[src/design/assert_macros.svh]
// Assertion macros shared by the mapper RTL.
`ifndef ASSERT_MACROS_SVH
`define ASSERT_MACROS_SVH

// Clocked check, disabled while reset is held.
`define ASSERT_CLK(label, clk, rst_n, prop, msg) \
    label: assert property (@(posedge clk) disable iff (!rst_n) prop) else $error(msg);

// Clocked implication check, disabled while reset is held.
`define ASSERT_IMPL(label, clk, rst_n, cond, prop, msg) \
    label: assert property (@(posedge clk) disable iff (!rst_n) (cond) |-> (prop)) \
        else $error(msg);

`endif

[src/design/lcbm_pkg.sv]
// Shared types, codes and constants of the cartridge bank mapper.
package lcbm_pkg;

    localparam int BANK_W            = 9;
    localparam int ADDR_W            = 16;
    localparam int TGT_W             = 23;
    localparam int COUNT_W           = 10;
    localparam int RED_STEPS         = 3;
    localparam int RED_BITS          = 3;
    localparam int MAX_ROM_BANKS_DEF = 512;

    typedef enum logic [1:0] {
        OP_CART_RD,
        OP_CART_WR,
        OP_HIGH_RD,
        OP_HIGH_WR
    } op_t;

    typedef enum logic [1:0] {
        LOCK_FIRST,
        LOCK_SECOND,
        LOCK_OPEN
    } lock_t;

    typedef enum logic [2:0] {
        KIND_ROM,
        KIND_RAM_RD,
        KIND_RAM_WR,
        KIND_OPEN_BUS,
        KIND_PASS,
        KIND_NONE
    } kind_t;

    typedef enum logic [2:0] {
        BK_IDLE,
        BK_EXEC,
        BK_RED_LOW,
        BK_RED_HIGH,
        BK_DONE
    } bk_state_t;

    // Address regions, bits 15:13 of the bus address
    localparam logic [2:0] RGN_0000 = 3'd0;
    localparam logic [2:0] RGN_2000 = 3'd1;
    localparam logic [2:0] RGN_4000 = 3'd2;
    localparam logic [2:0] RGN_6000 = 3'd3;
    localparam logic [2:0] RGN_A000 = 3'd5;
    localparam logic [2:0] RGN_C000 = 3'd6;

    // Configuration register indexes
    localparam logic [2:0] REG_ROM_BANK_COUNT    = 3'd0;
    localparam logic [2:0] REG_RAM_BYTES         = 3'd1;
    localparam logic [2:0] REG_SCRAMBLED_HEADER  = 3'd2;
    localparam logic [2:0] REG_ALTERNATE_WIRING  = 3'd3;
    localparam logic [2:0] REG_BOOT_ROM_AT_START = 3'd4;

    localparam logic [15:0] HDR_READ_MASK  = 16'h8700;
    localparam logic [15:0] HDR_READ_MATCH = 16'h0100;
    localparam logic [15:0] HDR_WIN_MASK   = 16'hFF00;
    localparam logic [15:0] UNSCR_KEEP     = 16'hFFAC;
    localparam logic [15:0] SECOND_BIT     = 16'h0080;
    localparam logic [15:0] OUTER_SEL      = 16'h00C0;
    localparam logic [5:0]  LOCK_STEP_CNT  = 6'h31;
    localparam logic [7:0]  CTRL_OPEN_BITS = 8'h30;

    typedef struct packed {
        op_t         op;
        logic [15:0] addr;
        logic [7:0]  data;
        logic        boot_on;
        logic [2:0]  region;
        logic        hdr_read;
        logic        hdr_window;
    } item_t;

    typedef struct packed {
        kind_t       kind;
        logic [22:0] target;
        logic [7:0]  data;
    } result_t;

    typedef struct packed {
        logic [9:0]  rom_bank_count;
        logic [17:0] ram_bytes;
        logic        scrambled_header;
        logic        alternate_wiring;
    } cfg_t;

endpackage

[src/design/lcbm_front.sv]
// Front end: accepts and classifies bus accesses into a two-entry queue.
module lcbm_front
(
    input  logic                 clk,
    input  logic                 rst_n,
    input  logic                 in_valid,
    output logic                 in_ready,
    input  logic [1:0]           opcode,
    input  logic [15:0]          mem_address,
    input  logic [7:0]           write_data,
    input  logic                 boot_register_on,
    output logic                 q_valid,
    output lcbm_pkg::item_t      q_item,
    input  logic                 q_pop
);

    lcbm_pkg::item_t q_mem [2];
    lcbm_pkg::item_t cls;
    logic            wr_ptr_reg;
    logic            rd_ptr_reg;
    logic [1:0]      count_reg;
    logic [1:0]      count_next;
    logic            push;

    // Classify the incoming item
    always_comb
    begin
        cls.op         = lcbm_pkg::op_t'(opcode);
        cls.addr       = mem_address;
        cls.data       = write_data;
        cls.boot_on    = boot_register_on;
        cls.region     = mem_address[15:13];
        cls.hdr_read   = (mem_address & lcbm_pkg::HDR_READ_MASK) == lcbm_pkg::HDR_READ_MATCH;
        cls.hdr_window = (mem_address & lcbm_pkg::HDR_WIN_MASK) == lcbm_pkg::HDR_READ_MATCH;
    end

    assign in_ready = count_reg != 2'd2;
    assign push     = in_valid && in_ready;
    assign q_valid  = count_reg != 2'd0;
    assign q_item   = q_mem[rd_ptr_reg];

    always_comb
    begin
        count_next = count_reg;
        if (push && !q_pop)
        begin
            count_next = count_reg + 2'd1;
        end
        else if (!push && q_pop)
        begin
            count_next = count_reg - 2'd1;
        end
    end

    // Store pushed items
    always_ff @(posedge clk)
    begin
        if (push)
        begin
            q_mem[wr_ptr_reg] <= cls;
        end
    end

    // Advance the queue pointers
    always_ff @(posedge clk or negedge rst_n)
    begin
        if (!rst_n)
        begin
            wr_ptr_reg <= 1'b0;
            rd_ptr_reg <= 1'b0;
            count_reg  <= 2'd0;
        end
        else
        begin
            count_reg <= count_next;
            if (push)
            begin
                wr_ptr_reg <= ~wr_ptr_reg;
            end
            if (q_pop)
            begin
                rd_ptr_reg <= ~rd_ptr_reg;
            end
        end
    end

endmodule

[src/design/lcbm_mod.sv]
// Iterative remainder unit that reduces a bank number by the bank count.
module lcbm_mod
(
    input  logic                          clk,
    input  logic                          rst_n,
    input  logic                          start,
    input  logic [lcbm_pkg::BANK_W-1:0]   value,
    input  logic [lcbm_pkg::COUNT_W-1:0]  divisor,
    output logic                          done,
    output logic [lcbm_pkg::BANK_W-1:0]   result
);

    logic [lcbm_pkg::BANK_W-1:0]  num_reg;
    logic [lcbm_pkg::BANK_W-1:0]  num_next;
    logic [lcbm_pkg::COUNT_W-1:0] rem_reg;
    logic [lcbm_pkg::COUNT_W-1:0] rem_next;
    logic [1:0]                   cnt_reg;

    // Three restoring steps per cycle
    always_comb
    begin
        logic [lcbm_pkg::COUNT_W:0]  t;
        logic [lcbm_pkg::BANK_W-1:0] n;
        logic [lcbm_pkg::COUNT_W-1:0] r;
        n = num_reg;
        r = rem_reg;
        for (int j = 0; j < lcbm_pkg::RED_BITS; j++)
        begin
            t = {r, n[lcbm_pkg::BANK_W-1]};
            n = {n[lcbm_pkg::BANK_W-2:0], 1'b0};
            if (t >= {1'b0, divisor})
            begin
                t = t - {1'b0, divisor};
            end
            r = t[lcbm_pkg::COUNT_W-1:0];
        end
        num_next = n;
        rem_next = r;
    end

    assign done   = cnt_reg == 2'd0;
    assign result = (divisor == '0) ? '0 : rem_reg[lcbm_pkg::BANK_W-1:0];

    always_ff @(posedge clk)
    begin
        if (start)
        begin
            num_reg <= value;
            rem_reg <= '0;
        end
        else if (cnt_reg != 2'd0)
        begin
            num_reg <= num_next;
            rem_reg <= rem_next;
        end
    end

    // Count down the steps
    always_ff @(posedge clk or negedge rst_n)
    begin
        if (!rst_n)
        begin
            cnt_reg <= 2'd0;
        end
        else if (start)
        begin
            cnt_reg <= 2'(lcbm_pkg::RED_STEPS);
        end
        else if (cnt_reg != 2'd0)
        begin
            cnt_reg <= cnt_reg - 2'd1;
        end
    end

endmodule

[src/design/lcbm_back.sv]
// Back end: executes queued accesses, keeps lock and bank state, drives results.
module lcbm_back
#(
    parameter int MAX_ROM_BANKS = lcbm_pkg::MAX_ROM_BANKS_DEF
)
(
    input  logic                        clk,
    input  logic                        rst_n,
    input  lcbm_pkg::cfg_t              cfg,
    input  logic                        q_valid,
    input  lcbm_pkg::item_t             q_item,
    output logic                        q_pop,
    output logic                        out_valid,
    input  logic                        out_ready,
    output lcbm_pkg::result_t           out_res,
    output logic [lcbm_pkg::BANK_W-1:0] low_now,
    output logic [lcbm_pkg::BANK_W-1:0] high_now
);

    localparam logic [lcbm_pkg::COUNT_W-1:0] MaxBanks = lcbm_pkg::COUNT_W'(MAX_ROM_BANKS);

    lcbm_pkg::bk_state_t state_reg, state_next;
    lcbm_pkg::item_t     cur_reg;
    lcbm_pkg::lock_t     lock_reg, lock_next;
    logic [5:0]          hcnt_reg, hcnt_next;
    logic [7:0]          mask_reg, mask_next;
    logic [7:0]          unm_reg, unm_next;
    logic [7:0]          base_reg, base_next;
    logic [4:0]          outer_reg, outer_next;
    logic [lcbm_pkg::BANK_W-1:0] low_reg, high_reg;
    logic [lcbm_pkg::BANK_W-1:0] vlow_next, vhigh_next, vhigh_reg;
    logic                need_low_next, need_high_next, need_high_reg;
    lcbm_pkg::result_t   res_next, res_reg;
    logic                out_valid_reg;
    lcbm_pkg::result_t   out_res_reg;
    logic [lcbm_pkg::BANK_W-1:0] out_low_reg, out_high_reg;
    logic                out_free;
    logic                mod_start, mod_done;
    logic [lcbm_pkg::BANK_W-1:0] mod_value, mod_result;
    logic [lcbm_pkg::COUNT_W-1:0] divisor;

    function automatic logic [15:0] unscramble(input logic [15:0] a);
        logic [15:0] u;
        u = a & lcbm_pkg::UNSCR_KEEP;
        u[0] = a[6];
        u[1] = a[4];
        u[4] = a[1];
        u[6] = a[0];
        return u;
    endfunction

    assign divisor  = (cfg.rom_bank_count > MaxBanks) ? MaxBanks : cfg.rom_bank_count;
    assign out_free = !out_valid_reg || out_ready;

    lcbm_mod u_mod
    (
        .clk     (clk),
        .rst_n   (rst_n),
        .start   (mod_start),
        .value   (mod_value),
        .divisor (divisor),
        .done    (mod_done),
        .result  (mod_result)
    );

    // Execute the current item against the lock and bank registers
    always_comb
    begin
        logic        engaged;
        logic [5:0]  cnt1;
        logic [15:0] a;
        logic [15:0] x;
        logic [7:0]  mh;
        logic [17:0] ram_mask;
        a              = cur_reg.addr;
        x              = a;
        engaged        = lock_reg != lcbm_pkg::LOCK_OPEN;
        cnt1           = hcnt_reg + 6'd1;
        ram_mask       = cfg.ram_bytes - 18'd1;
        lock_next      = lock_reg;
        hcnt_next      = hcnt_reg;
        mask_next      = mask_reg;
        unm_next       = unm_reg;
        base_next      = base_reg;
        outer_next     = outer_reg;
        vlow_next      = '0;
        vhigh_next     = '0;
        need_low_next  = 1'b0;
        need_high_next = 1'b0;
        mh             = '0;
        res_next.kind   = lcbm_pkg::KIND_NONE;
        res_next.target = '0;
        res_next.data   = '0;
        case (cur_reg.op)
            lcbm_pkg::OP_CART_RD:
            begin
                if (engaged && !cur_reg.boot_on)
                begin
                    lock_next = lcbm_pkg::LOCK_OPEN;
                    hcnt_next = '0;
                end
                else if (engaged && cur_reg.hdr_read)
                begin
                    if (cnt1 == lcbm_pkg::LOCK_STEP_CNT)
                    begin
                        lock_next = (lock_reg == lcbm_pkg::LOCK_FIRST) ?
                                    lcbm_pkg::LOCK_SECOND : lcbm_pkg::LOCK_OPEN;
                        hcnt_next = '0;
                    end
                    else
                    begin
                        hcnt_next = cnt1;
                    end
                end
                if (!a[15] && !a[14])
                begin
                    if ((lock_next != lcbm_pkg::LOCK_OPEN || cfg.scrambled_header) &&
                        cur_reg.hdr_window)
                    begin
                        if (lock_next == lcbm_pkg::LOCK_SECOND)
                        begin
                            x = x | lcbm_pkg::SECOND_BIT;
                        end
                        x = unscramble(x);
                    end
                    res_next.kind   = lcbm_pkg::KIND_ROM;
                    res_next.target = {low_reg, x[13:0]};
                end
                else if (!a[15])
                begin
                    res_next.kind   = lcbm_pkg::KIND_ROM;
                    res_next.target = {high_reg, a[13:0]};
                end
                else if (cur_reg.region == lcbm_pkg::RGN_A000)
                begin
                    if (cfg.ram_bytes != '0)
                    begin
                        res_next.kind   = lcbm_pkg::KIND_RAM_RD;
                        res_next.target = {10'd0, a[12:0] & ram_mask[12:0]};
                    end
                    else
                    begin
                        res_next.kind = lcbm_pkg::KIND_OPEN_BUS;
                    end
                end
                else
                begin
                    res_next.kind   = lcbm_pkg::KIND_PASS;
                    res_next.target = {7'd0, a};
                end
            end
            lcbm_pkg::OP_CART_WR:
            begin
                case (cur_reg.region)
                    lcbm_pkg::RGN_0000:
                    begin
                        if ((unm_reg & lcbm_pkg::CTRL_OPEN_BITS) == lcbm_pkg::CTRL_OPEN_BITS)
                        begin
                            base_next     = cur_reg.data;
                            vlow_next     = {4'd0, outer_reg} +
                                            {1'b0, cur_reg.data & mask_reg};
                            need_low_next = 1'b1;
                        end
                    end
                    lcbm_pkg::RGN_2000:
                    begin
                        if (cfg.alternate_wiring && ((a & lcbm_pkg::OUTER_SEL) ==
                                                     lcbm_pkg::OUTER_SEL))
                        begin
                            outer_next     = {cur_reg.data[0], 4'd0};
                            vlow_next      = {4'd0, outer_next};
                            vhigh_next     = {4'd0, outer_next} +
                                             {1'b0, (unm_reg == '0) ? 8'd1 : unm_reg};
                            need_low_next  = 1'b1;
                            need_high_next = 1'b1;
                        end
                        else
                        begin
                            unm_next       = (cur_reg.data == '0) ? 8'd1 : cur_reg.data;
                            mh             = (unm_next & ~mask_reg) | (base_reg & mask_reg);
                            vhigh_next     = {4'd0, outer_reg} + {1'b0, mh};
                            need_high_next = 1'b1;
                        end
                    end
                    lcbm_pkg::RGN_4000:
                    begin
                        if ((unm_reg & lcbm_pkg::CTRL_OPEN_BITS) == lcbm_pkg::CTRL_OPEN_BITS)
                        begin
                            mask_next      = cur_reg.data;
                            mh             = (unm_reg & ~mask_next) | (base_reg & mask_next);
                            vhigh_next     = {4'd0, outer_reg} + {1'b0, mh};
                            vlow_next      = {4'd0, outer_reg} +
                                             {1'b0, base_reg & mask_next};
                            need_low_next  = 1'b1;
                            need_high_next = 1'b1;
                        end
                    end
                    lcbm_pkg::RGN_6000:
                    begin
                        // ignore writes here
                    end
                    lcbm_pkg::RGN_A000:
                    begin
                        if (cfg.ram_bytes != '0)
                        begin
                            res_next.kind   = lcbm_pkg::KIND_RAM_WR;
                            res_next.target = {10'd0, a[12:0] & ram_mask[12:0]};
                            res_next.data   = cur_reg.data;
                        end
                    end
                    default:
                    begin
                        res_next.kind   = lcbm_pkg::KIND_PASS;
                        res_next.target = {7'd0, a};
                        res_next.data   = cur_reg.data;
                    end
                endcase
            end
            lcbm_pkg::OP_HIGH_RD:
            begin
                if (a[15] && a[14] && lock_reg == lcbm_pkg::LOCK_FIRST)
                begin
                    lock_next = lcbm_pkg::LOCK_SECOND;
                    hcnt_next = '0;
                end
            end
            default:
            begin
                if (cur_reg.region == lcbm_pkg::RGN_C000 && lock_reg == lcbm_pkg::LOCK_FIRST)
                begin
                    lock_next = lcbm_pkg::LOCK_SECOND;
                    hcnt_next = '0;
                end
            end
        endcase
    end

    // Next state
    always_comb
    begin
        state_next = state_reg;
        case (state_reg)
            lcbm_pkg::BK_IDLE:
            begin
                if (q_valid)
                begin
                    state_next = lcbm_pkg::BK_EXEC;
                end
            end
            lcbm_pkg::BK_EXEC:
            begin
                if (need_low_next)
                begin
                    state_next = lcbm_pkg::BK_RED_LOW;
                end
                else if (need_high_next)
                begin
                    state_next = lcbm_pkg::BK_RED_HIGH;
                end
                else
                begin
                    state_next = lcbm_pkg::BK_DONE;
                end
            end
            lcbm_pkg::BK_RED_LOW:
            begin
                if (mod_done)
                begin
                    state_next = need_high_reg ? lcbm_pkg::BK_RED_HIGH : lcbm_pkg::BK_DONE;
                end
            end
            lcbm_pkg::BK_RED_HIGH:
            begin
                if (mod_done)
                begin
                    state_next = lcbm_pkg::BK_DONE;
                end
            end
            lcbm_pkg::BK_DONE:
            begin
                if (out_free)
                begin
                    state_next = lcbm_pkg::BK_IDLE;
                end
            end
            default:
            begin
                state_next = lcbm_pkg::BK_IDLE;
            end
        endcase
    end

    // Control outputs
    always_comb
    begin
        q_pop     = 1'b0;
        mod_start = 1'b0;
        mod_value = vhigh_reg;
        case (state_reg)
            lcbm_pkg::BK_IDLE:
            begin
                q_pop = q_valid;
            end
            lcbm_pkg::BK_EXEC:
            begin
                mod_start = need_low_next || need_high_next;
                mod_value = need_low_next ? vlow_next : vhigh_next;
            end
            lcbm_pkg::BK_RED_LOW:
            begin
                mod_start = mod_done && need_high_reg;
            end
            default:
            begin
                mod_start = 1'b0;
            end
        endcase
    end

    // Hold the item and its pending result
    always_ff @(posedge clk)
    begin
        if (q_pop)
        begin
            cur_reg <= q_item;
        end
        if (state_reg == lcbm_pkg::BK_EXEC)
        begin
            res_reg       <= res_next;
            vhigh_reg     <= vhigh_next;
            need_high_reg <= need_high_next;
        end
        if (state_reg == lcbm_pkg::BK_DONE && out_free)
        begin
            out_res_reg  <= res_reg;
            out_low_reg  <= low_reg;
            out_high_reg <= high_reg;
        end
    end

    // Update lock, bank registers and output valid
    always_ff @(posedge clk or negedge rst_n)
    begin
        if (!rst_n)
        begin
            state_reg     <= lcbm_pkg::BK_IDLE;
            lock_reg      <= lcbm_pkg::LOCK_FIRST;
            hcnt_reg      <= '0;
            mask_reg      <= '0;
            unm_reg       <= '0;
            base_reg      <= '0;
            outer_reg     <= '0;
            low_reg       <= '0;
            high_reg      <= 9'd1;
            out_valid_reg <= 1'b0;
        end
        else
        begin
            state_reg <= state_next;
            if (state_reg == lcbm_pkg::BK_EXEC)
            begin
                lock_reg  <= lock_next;
                hcnt_reg  <= hcnt_next;
                mask_reg  <= mask_next;
                unm_reg   <= unm_next;
                base_reg  <= base_next;
                outer_reg <= outer_next;
            end
            if (state_reg == lcbm_pkg::BK_RED_LOW && mod_done)
            begin
                low_reg <= mod_result;
            end
            if (state_reg == lcbm_pkg::BK_RED_HIGH && mod_done)
            begin
                high_reg <= mod_result;
            end
            if (state_reg == lcbm_pkg::BK_DONE && out_free)
            begin
                out_valid_reg <= 1'b1;
            end
            else if (out_ready)
            begin
                out_valid_reg <= 1'b0;
            end
        end
    end

    assign out_valid = out_valid_reg;
    assign out_res   = out_res_reg;
    assign low_now   = out_low_reg;
    assign high_now  = out_high_reg;

endmodule

[src/design/locked_cartridge_bank_mapper.sv]
// Top level of the locked cartridge bank mapper with its register port.
`include "assert_macros.svh"

// Cartridge bank mapper: one bus access in, one result out. The front queue holds
// up to two items, so the input keeps flowing while a result waits. The back end
// serves one item at a time. A read, a notice or a non-bank write skips the
// shared remainder unit; a bank write that changes one bank number or both
// waits on it, as it reduces each bank number by the bank count, three quotient
// bits per cycle.
module locked_cartridge_bank_mapper
#(
    parameter int MAX_ROM_BANKS = lcbm_pkg::MAX_ROM_BANKS_DEF
)
(
    input  logic        clk,
    input  logic        rst_n,
    input  logic        psel,
    input  logic        penable,
    input  logic        pwrite,
    input  logic [4:0]  paddr,
    input  logic [31:0] pwdata,
    output logic [31:0] prdata,
    output logic        pready,
    input  logic        in_valid,
    output logic        in_ready,
    input  logic [1:0]  opcode,
    input  logic [15:0] mem_address,
    input  logic [7:0]  write_data,
    input  logic        boot_register_on,
    output logic        out_valid,
    input  logic        out_ready,
    output logic [2:0]  access_kind,
    output logic [22:0] target_address,
    output logic [7:0]  out_data,
    output logic [8:0]  low_bank_now,
    output logic [8:0]  high_bank_now
);

    lcbm_pkg::cfg_t    cfg_reg;
    logic              boot_start_reg;
    logic              cfg_wr;
    logic              q_valid;
    logic              q_pop;
    lcbm_pkg::item_t   q_item;
    lcbm_pkg::result_t out_res;

    assign pready = 1'b1;
    assign cfg_wr = psel && penable && pwrite;

    // Write configuration registers
    always_ff @(posedge clk or negedge rst_n)
    begin
        if (!rst_n)
        begin
            cfg_reg.rom_bank_count   <= 10'd2;
            cfg_reg.ram_bytes        <= '0;
            cfg_reg.scrambled_header <= 1'b0;
            cfg_reg.alternate_wiring <= 1'b0;
            boot_start_reg           <= 1'b1;
        end
        else if (cfg_wr)
        begin
            case (paddr[4:2])
                lcbm_pkg::REG_ROM_BANK_COUNT:    cfg_reg.rom_bank_count   <= pwdata[9:0];
                lcbm_pkg::REG_RAM_BYTES:         cfg_reg.ram_bytes        <= pwdata[17:0];
                lcbm_pkg::REG_SCRAMBLED_HEADER:  cfg_reg.scrambled_header <= pwdata[0];
                lcbm_pkg::REG_ALTERNATE_WIRING:  cfg_reg.alternate_wiring <= pwdata[0];
                lcbm_pkg::REG_BOOT_ROM_AT_START: boot_start_reg           <= pwdata[0];
                default:
                begin
                end
            endcase
        end
    end

    // Read back configuration registers
    always_comb
    begin
        case (paddr[4:2])
            lcbm_pkg::REG_ROM_BANK_COUNT:    prdata = {22'd0, cfg_reg.rom_bank_count};
            lcbm_pkg::REG_RAM_BYTES:         prdata = {14'd0, cfg_reg.ram_bytes};
            lcbm_pkg::REG_SCRAMBLED_HEADER:  prdata = {31'd0, cfg_reg.scrambled_header};
            lcbm_pkg::REG_ALTERNATE_WIRING:  prdata = {31'd0, cfg_reg.alternate_wiring};
            lcbm_pkg::REG_BOOT_ROM_AT_START: prdata = {31'd0, boot_start_reg};
            default:                         prdata = '0;
        endcase
    end

    lcbm_front u_front
    (
        .clk              (clk),
        .rst_n            (rst_n),
        .in_valid         (in_valid),
        .in_ready         (in_ready),
        .opcode           (opcode),
        .mem_address      (mem_address),
        .write_data       (write_data),
        .boot_register_on (boot_register_on),
        .q_valid          (q_valid),
        .q_item           (q_item),
        .q_pop            (q_pop)
    );

    lcbm_back #(.MAX_ROM_BANKS(MAX_ROM_BANKS)) u_back
    (
        .clk       (clk),
        .rst_n     (rst_n),
        .cfg       (cfg_reg),
        .q_valid   (q_valid),
        .q_item    (q_item),
        .q_pop     (q_pop),
        .out_valid (out_valid),
        .out_ready (out_ready),
        .out_res   (out_res),
        .low_now   (low_bank_now),
        .high_now  (high_bank_now)
    );

    assign access_kind    = out_res.kind;
    assign target_address = out_res.target;
    assign out_data       = out_res.data;

    // Result consistency checks
    `ASSERT_IMPL(a_no_target, clk, rst_n,
        out_valid && (access_kind == lcbm_pkg::KIND_OPEN_BUS ||
                      access_kind == lcbm_pkg::KIND_NONE),
        target_address == '0, "target set on open bus or empty result")
    `ASSERT_IMPL(a_no_data, clk, rst_n,
        out_valid && access_kind != lcbm_pkg::KIND_RAM_WR && access_kind != lcbm_pkg::KIND_PASS,
        out_data == '0, "write data on a result that writes nothing")
    `ASSERT_IMPL(a_ram_range, clk, rst_n,
        out_valid && (access_kind == lcbm_pkg::KIND_RAM_RD ||
                      access_kind == lcbm_pkg::KIND_RAM_WR),
        target_address[22:13] == '0, "RAM address outside the RAM window")

endmodule

[config.mk]
export PLATFORM = sky130hd
export DESIGN_NAME = locked_cartridge_bank_mapper
export DESIGN_NICKNAME = d
export VERILOG_FILES = /design/src/design/lcbm_pkg.sv /design/src/design/lcbm_front.sv /design/src/design/lcbm_mod.sv /design/src/design/lcbm_back.sv /design/src/design/locked_cartridge_bank_mapper.sv
export VERILOG_INCLUDE_DIRS = /design/src /design/src/design
export SDC_FILE = /design/constraint.sdc
export NUM_CORES = 1
export LEC_CHECK = 0
export BUFFER_PORTS_ARGS = -buffer_cell sky130_fd_sc_hd__buf_2
export CELL_PAD_IN_SITES_DETAIL_PLACEMENT = 0
export CELL_PAD_IN_SITES_GLOBAL_PLACEMENT = 1
export CORE_AREA = 2 2 207 209
export DETAILED_ROUTE_END_ITERATION = 8
export DIE_AREA = 0 0 209 211
export GPL_TIMING_DRIVEN = 0
export HOLD_SLACK_MARGIN = 0.12
export PLACE_DENSITY = 0.67
export SYNTH_ARGS = -nofsm -noshare
export SYNTH_HDL_FRONTEND = slang
export SYNTH_SLANG_ARGS = --single-unit
[constraint.sdc]
create_clock -name clk -period 9.1 [get_ports clk]
set_input_delay 0 -clock clk [delete_from_list [all_inputs] [get_ports clk]]
set_output_delay 0 -clock clk [all_outputs]
set_load 0.005 [all_outputs]
-- Word-level counts from Yosys, hierarchy flattened
Memory sizes are Yosys's and may differ from the RTL's. A register that Yosys moved wholly into a read port is not among the register bits.
Cells that the tools add are included.
- bits in registers: 207
- memory bits (writable): 64
- input port bits: 71
- output and inout port bits: 87
- memories kept: 1
- memory list (memory ; depth ; bits a word ; rd ports ; clocked after Yosys merged registers in ; write ports ; line ; text):
    u_front.q_mem ; 2 ; 32 ; 1 ; 1 ; 1 ; lcbm_front.sv:17 ; lcbm_pkg::item_t q_mem [2];
- $add $sub $neg: 13
- order comparisons: 4
- equality and inequality tests: 30
- muxes and demuxes: 69
- bitwise logic cells: 14
- reductions and logical operators: 56
- operators by type and width (kind ; number):
    $mux W9 ; 11
    $pmux W18 S5 ; 1
    $mux W26 ; 3
    $pmux W34 S2 ; 1
    $pmux W26 S2 ; 1
    $add A5 B8 Y9 ; 5
    $and A8 B8 Y8 ; 5
    $mux W10 ; 4
    $mux W34 ; 1
    $ge A11 B10 Y1 ; 3
    $mux W8 ; 4
    $mux W6 ; 5
    $sub A10 B10 Y10 ; 3
    $pmux W9 S3 ; 1
    $mux W2 ; 12
    $reduce_and A4 Y1 ; 6
    $mux W3 ; 7
    $eq A3 B2 Y1 const B ; 6
    $pmux W6 S3 ; 1
    $pmux W9 S2 ; 1
    $reduce_bool A18 Y1 ; 1
    $logic_and A1 B1 Y1 ; 17
    $logic_not A8 Y1 ; 2
    $not A8 Y8 ; 2
    other kinds (35) ; 83

-- Depth between registers and ports, before layout
- depth after elaboration: 12
- mapped depth: 28
- mapped depth without buffers: 27

-- Hierarchy
From an unflattened synthesis, not the netlist that was laid out.
- cells, all modules: 1245
- area, all modules: 15399.8 µm²
- modules (own cells, without submodules) (module ; times used ; cells each ; area an instance (µm²)):
    lcbm_back ; 1 ; 684 ; 8594.5
    lcbm_mod ; 1 ; 319 ; 2730.1
    lcbm_front ; 1 ; 114 ; 2471.1
    locked_cartridge_bank_mapper ; 1 ; 128 ; 1604.0

-- Worst setup path after synthesis
OpenSTA, ideal clock, no wires.
- path type: reg-to-reg
- start point: reg cfg_reg[29] in the netlist's numbering
- end point: reg u_back.u_mod.rem_reg[0] in the netlist's numbering
- setup time: 70 ps
- data arrival time: 6009 ps
- data required time: 9030 ps
- slack: 3022 ps
- stages on the path, launching flop included: 28
- buffers on the path: 2
- clock period less this slack: 6078 ps
- cells stage by stage: dfrtp_1 -> clkinv_1 -> nand2_1 -> ha_1 -> a21o_1 -> a211o_1 -> nor2_2 -> nand2_1 -> o21ai_0 -> inv_1 -> ha_1 -> nor2b_1 -> o31ai_2 -> a211oi_1 -> a311o_1 -> or2_0 -> buf_2 -> buf_2 -> o21ai_1 -> ha_1 -> o21a_1 -> o31a_1 -> o31a_1 -> o21ai_0 -> a31o_2 -> o211a_4 -> mux2_4 -> a21oi_1
- longest elaborated chain between the ends: 8
- elaborated cells between the ends (all ways): 11
- RTL lines (element ; line ; text):
    start: declaration ; locked_cartridge_bank_mapper.sv:39 ; lcbm_pkg::cfg_t cfg_reg;
    $gt A10 B10 Y1 ; lcbm_back.sv:52 ; assign divisor = (cfg.rom_bank_count > MaxBanks) ? MaxBanks : cfg.rom_bank_count;
    $mux W10 (*) ; lcbm_back.sv:52 ;
    $sub A10 B10 Y10 or $ge A11 B10 Y1 (tied branches) ; lcbm_mod.sv:33, lcbm_mod.sv:31 ;
    $mux W10 ; lcbm_mod.sv:31 ; if (t >= {1'b0, divisor})
    $sub A10 B10 Y10 or $ge A11 B10 Y1 (tied branches) ; lcbm_mod.sv:33, lcbm_mod.sv:31 ;
    $mux W10 ; lcbm_mod.sv:31 ;
    $ge A11 B10 Y1 ; lcbm_mod.sv:31 ;
    $mux W10 (*) ; lcbm_mod.sv:31 ;
    end signal: assignment ; lcbm_mod.sv:54 ; rem_reg <= rem_next;
    end: declaration ; lcbm_mod.sv:15 ; logic [lcbm_pkg::COUNT_W-1:0] rem_reg;
Every way passes the cells marked *; elsewhere a longest branch is shown, timed or not.
A chain may end at the register's enable or synchronous reset.

-- Worst setup path after layout
Same ends and word-level chain as after synthesis.

==> flow_summary.yaml <==
critical_path:
  cp-endpoint: "u_back.u_mod.rem_reg[0]"
  r2r_slack_ns: 1.66
  reg2reg_depth: 27
  critPathLaunch: "cfg_reg[29]"
  rr_endpoint: "u_back.u_mod.rem_reg[0]"
  path_max_fanout: 10
  crit_arrival_ns: 7.89
  worstSetupPathType: "flop to flop"
  required_ns: 9.56
  end_kind: "flop"
  r2r-start: "cfg_reg[29]"
  startpoint_type: "flop"
routing:
  wl_met3_mm: 1.81
  drtIter0Drc: 530
  drc: 0
  dr.pass1.iters: 5
  routed_wl_mm: 38.0
  avgViaCountPerCell: 5.08
  wl_per_cell_um: 18.7
  num_vias: 10300
  drt.antenna.violating_nets: 0
  wl_met1_mm: 17.4
  met2_length_mm: 18.1
  highest-signal-layer: "met4"
final_layout:
  largest_reg_flops: 58
  finish.instance_area_um2: 17600
  drive_above_1_share_pct: 21.8
  antenna_cells: 0
  fin_nets: 1581
  syn_to_final_growth_pct: 21.5
  fillCellCount: 3925
pwr:
  p_leak_nw: 7.11
  ir_drop_uv: 340
  p_comb_share_pct: 52.1
  sw_frac_of_total_pct: 41.5
  seqPwrFrac_pct: 30.1
  pwr-share-clk_pct: 17.8
  switchingPower_w: 0.00311
  intPower_w: 0.00438
  p_per_area_nw_per_um2: 426
logic_synthesis:
  syn_area_um2: 14500
  synth_top_area_cell: "edfxtp_1"
  netlist.area_leader.share_pct: 39.8
  synth_seq_cells: 294
  synth_edf_count: 192
  synth_cells: 1227
  synth.top_cells.by_count: "edfxtp_1 (192), nand2_1 (116), nor2_1 (109), mux2_2 (97), dfrtp_1 (89)"
  yosysUniqueCellTypes: 84
  syn_avg_cell_area_um2: 11.8
  yosys_warnings: 0
  ys_seq_area_share_pct: 57.1
  synthMostInstantiatedCell: "edfxtp_1"
  synth_ff_type: "edfxtp_1"
  synthTopCellsByArea: "edfxtp_1 (40%), dfrtp_1 (15%), mux2_2 (7.5%)"
  async_reset_ff_share_pct: 31.3
sta:
  setup_viol: 0
  setup_ws_ns: 1.66
  drv_slew: 0
  hold_viol_final: 0
  relSlewSlack_pct: 21.6
  clock_skew_ns: 0.0243
  period_needed_ns: 7.44
  tightest_slew_ns: 1.17
  fin_crit_sh_pct: 81.7
  fin_setup_tns_ns: 0
  fmax_mhz: 134
  rsz0062_at_grt: "false"
global_routing:
  grt_max_degree: 54
  grt_use_total_pct: 17.2
  grt_pass1_vias: 10300
  grt_antenna_before_repair: 0
  grt_pass1_wl_mm: 58.9
  grt-ovfl-total: 0
flow_run:
  maxCapViolCount: 0
floorplanning:
  die_x_um: 209
  core_um2: 41800
  rows: 75
  start_util_pct: 34.7
  die_area_um2: 44100
  die_h_um: 211
  io_pins: 158
cts:
  cts_max_level: 2
  clk_latency_ns: 0.54
  cts_sinks: 294
  cts_tree: "yes"
  cts_made_buffers: 34
  path_clk_slew_ns: 0.06
  ctsResizeCount: 0
  cts-root-buf: "clkbuf_16"
  cts_hold_buffers: 58
  clockBufferDepth: 3
  cts_setup_buffers: 0
placed_design:
  port_buffers: 126
  dp_slack_ns: 1.64
  dp_hpwl_mm: 27.5
  placed_area_um2: 15900
  gp_congestion: 0.835
worst_hold_path:
  hp-class: "primary input to flop"
outcome:
  outcome: "complete, no violations"
placed cells by master, fill, tap and decap left out, types with 16 or more instances in the layout:
master         synthesis  final
edfxtp_1             192    192
mux2i_1               25     25
xnor2_1               26     26
ha_1                  45     45
inv_1                 41     41
buf_4                 15     16
nand2_1              116    116
clkbuf_1              35     40
dfrtp_1               89     89
and3_1                18     16
and2_1                20     20
clkbuf_16              0     34
buf_2                  3    128
nand3_1               23     23
a21oi_1               49     49
o21ai_0               75     74
mux2_2                97     97
nor2_1               109    108
dlygate4sd3_1          0     57
per-stage QoR:
| stage | std cells | utilization, % | hold slack, ns | power (W) |
|---|---|---|---|---|
| after floorplan | 1240 | - | -0.296 | 0.00510 |
| after global placement | 1905 | 37.9 | 0.187 | 0.00613 |
| after detailed placement | 1907 | 38.1 | 0.0814 | 0.00616 |
| after CTS | 2027 | 42.2 | 0.160 | 0.00755 |
| after global routing | 2027 | 42.2 | 0.166 | 0.00810 |
| final | 2027 | 42.2 | 0.178 | 0.00750 |
metal layers:
metal	track usage (%)	vias to the layer above
li1	-	4982
met1	22.9	5014
met2	29.4	241
met3	2.93	55
met4	4.14	0
met5	0	-
kinds of logic after synthesis:
family / synth area share (%)
muxes: 9.78
and+or+nand+nor: 12.4
adders and majority gates: 4.30
buffers and inverters: 2.98
xor gates and xnor gates: 2.48
other: 0.0518
DFF: 57.1
AOI/OAI and AO/OA: 10.9
how the worst min path moves through the flow:
| stage | start | endpoint | depth (start not counted) |
|---|---|---|---|
| 3_3_place_gp | write_data[5] | u_front.q_mem[1][11] | 1 |
| 3_5_place_dp | rst_n | u_back.hcnt_reg[0] | 1 |
| 5_1_grt | opcode[1] | u_front.q_mem[0][31] | 2 |
| 4_1_cts | mem_address[4] | u_front.q_mem[1][18] | 2 |
| 2_1_floorplan | rst_n | cfg_reg[0] | 0 |
| 6_report | write_data[7] | u_front.q_mem[1][13] | 2 |
critical path, cell delays in order (launching register included):
cell and delay (ns):
dfrtp_1 0.43, clkinv_1 0.28, nand2_1 0.28, ha_1 0.34
a21o_1 0.20, a211o_1 0.34, nor2_2 0.23, nand2_1 0.27
o21ai_0 0.58, inv_1 0.10, ha_1 0.31, nor2b_1 0.15
o31ai_2 0.39, a211oi_1 0.17, a311o_1 0.41, or2_0 0.21
buf_2 0.15, buf_2 0.20, o21ai_1 0.24, ha_1 0.31
o21a_1 0.12, o31a_1 0.13, o31a_1 0.29, o21ai_0 0.28
a31o_2 0.26, o211a_4 0.24, mux2_4 0.31, a21oi_1 0.13
final cells by class:
| type | instances | area, um^2 | area share [%] |
|---|---|---|---|
| Multi-Input combinational cell | 847 | 5850 | 33.2 |
| Clock inverter | 18 | 175 | 0.995 |
| Buffer | 56 | 274 | 1.56 |
| Sequential cell | 294 | 8270 | 47.0 |
| Inverter | 43 | 161 | 0.916 |
| Clock buffer | 44 | 928 | 5.27 |
| Timing Repair Buffer | 186 | 1280 | 7.26 |
| Tap cell | 539 | 674 | 3.83 |
power by group through the flow:
stage                     Combinational (W)  Clock, W  Sequential, W
after floorplan                     0.00293         0        0.00217
after global placement              0.00384         0        0.00229
after detailed placement            0.00388         0        0.00228
after CTS                           0.00392   0.00137        0.00226
after global routing                0.00437   0.00143        0.00230
final                               0.00391   0.00133        0.00226
Power figures use the tool's default switching activity.
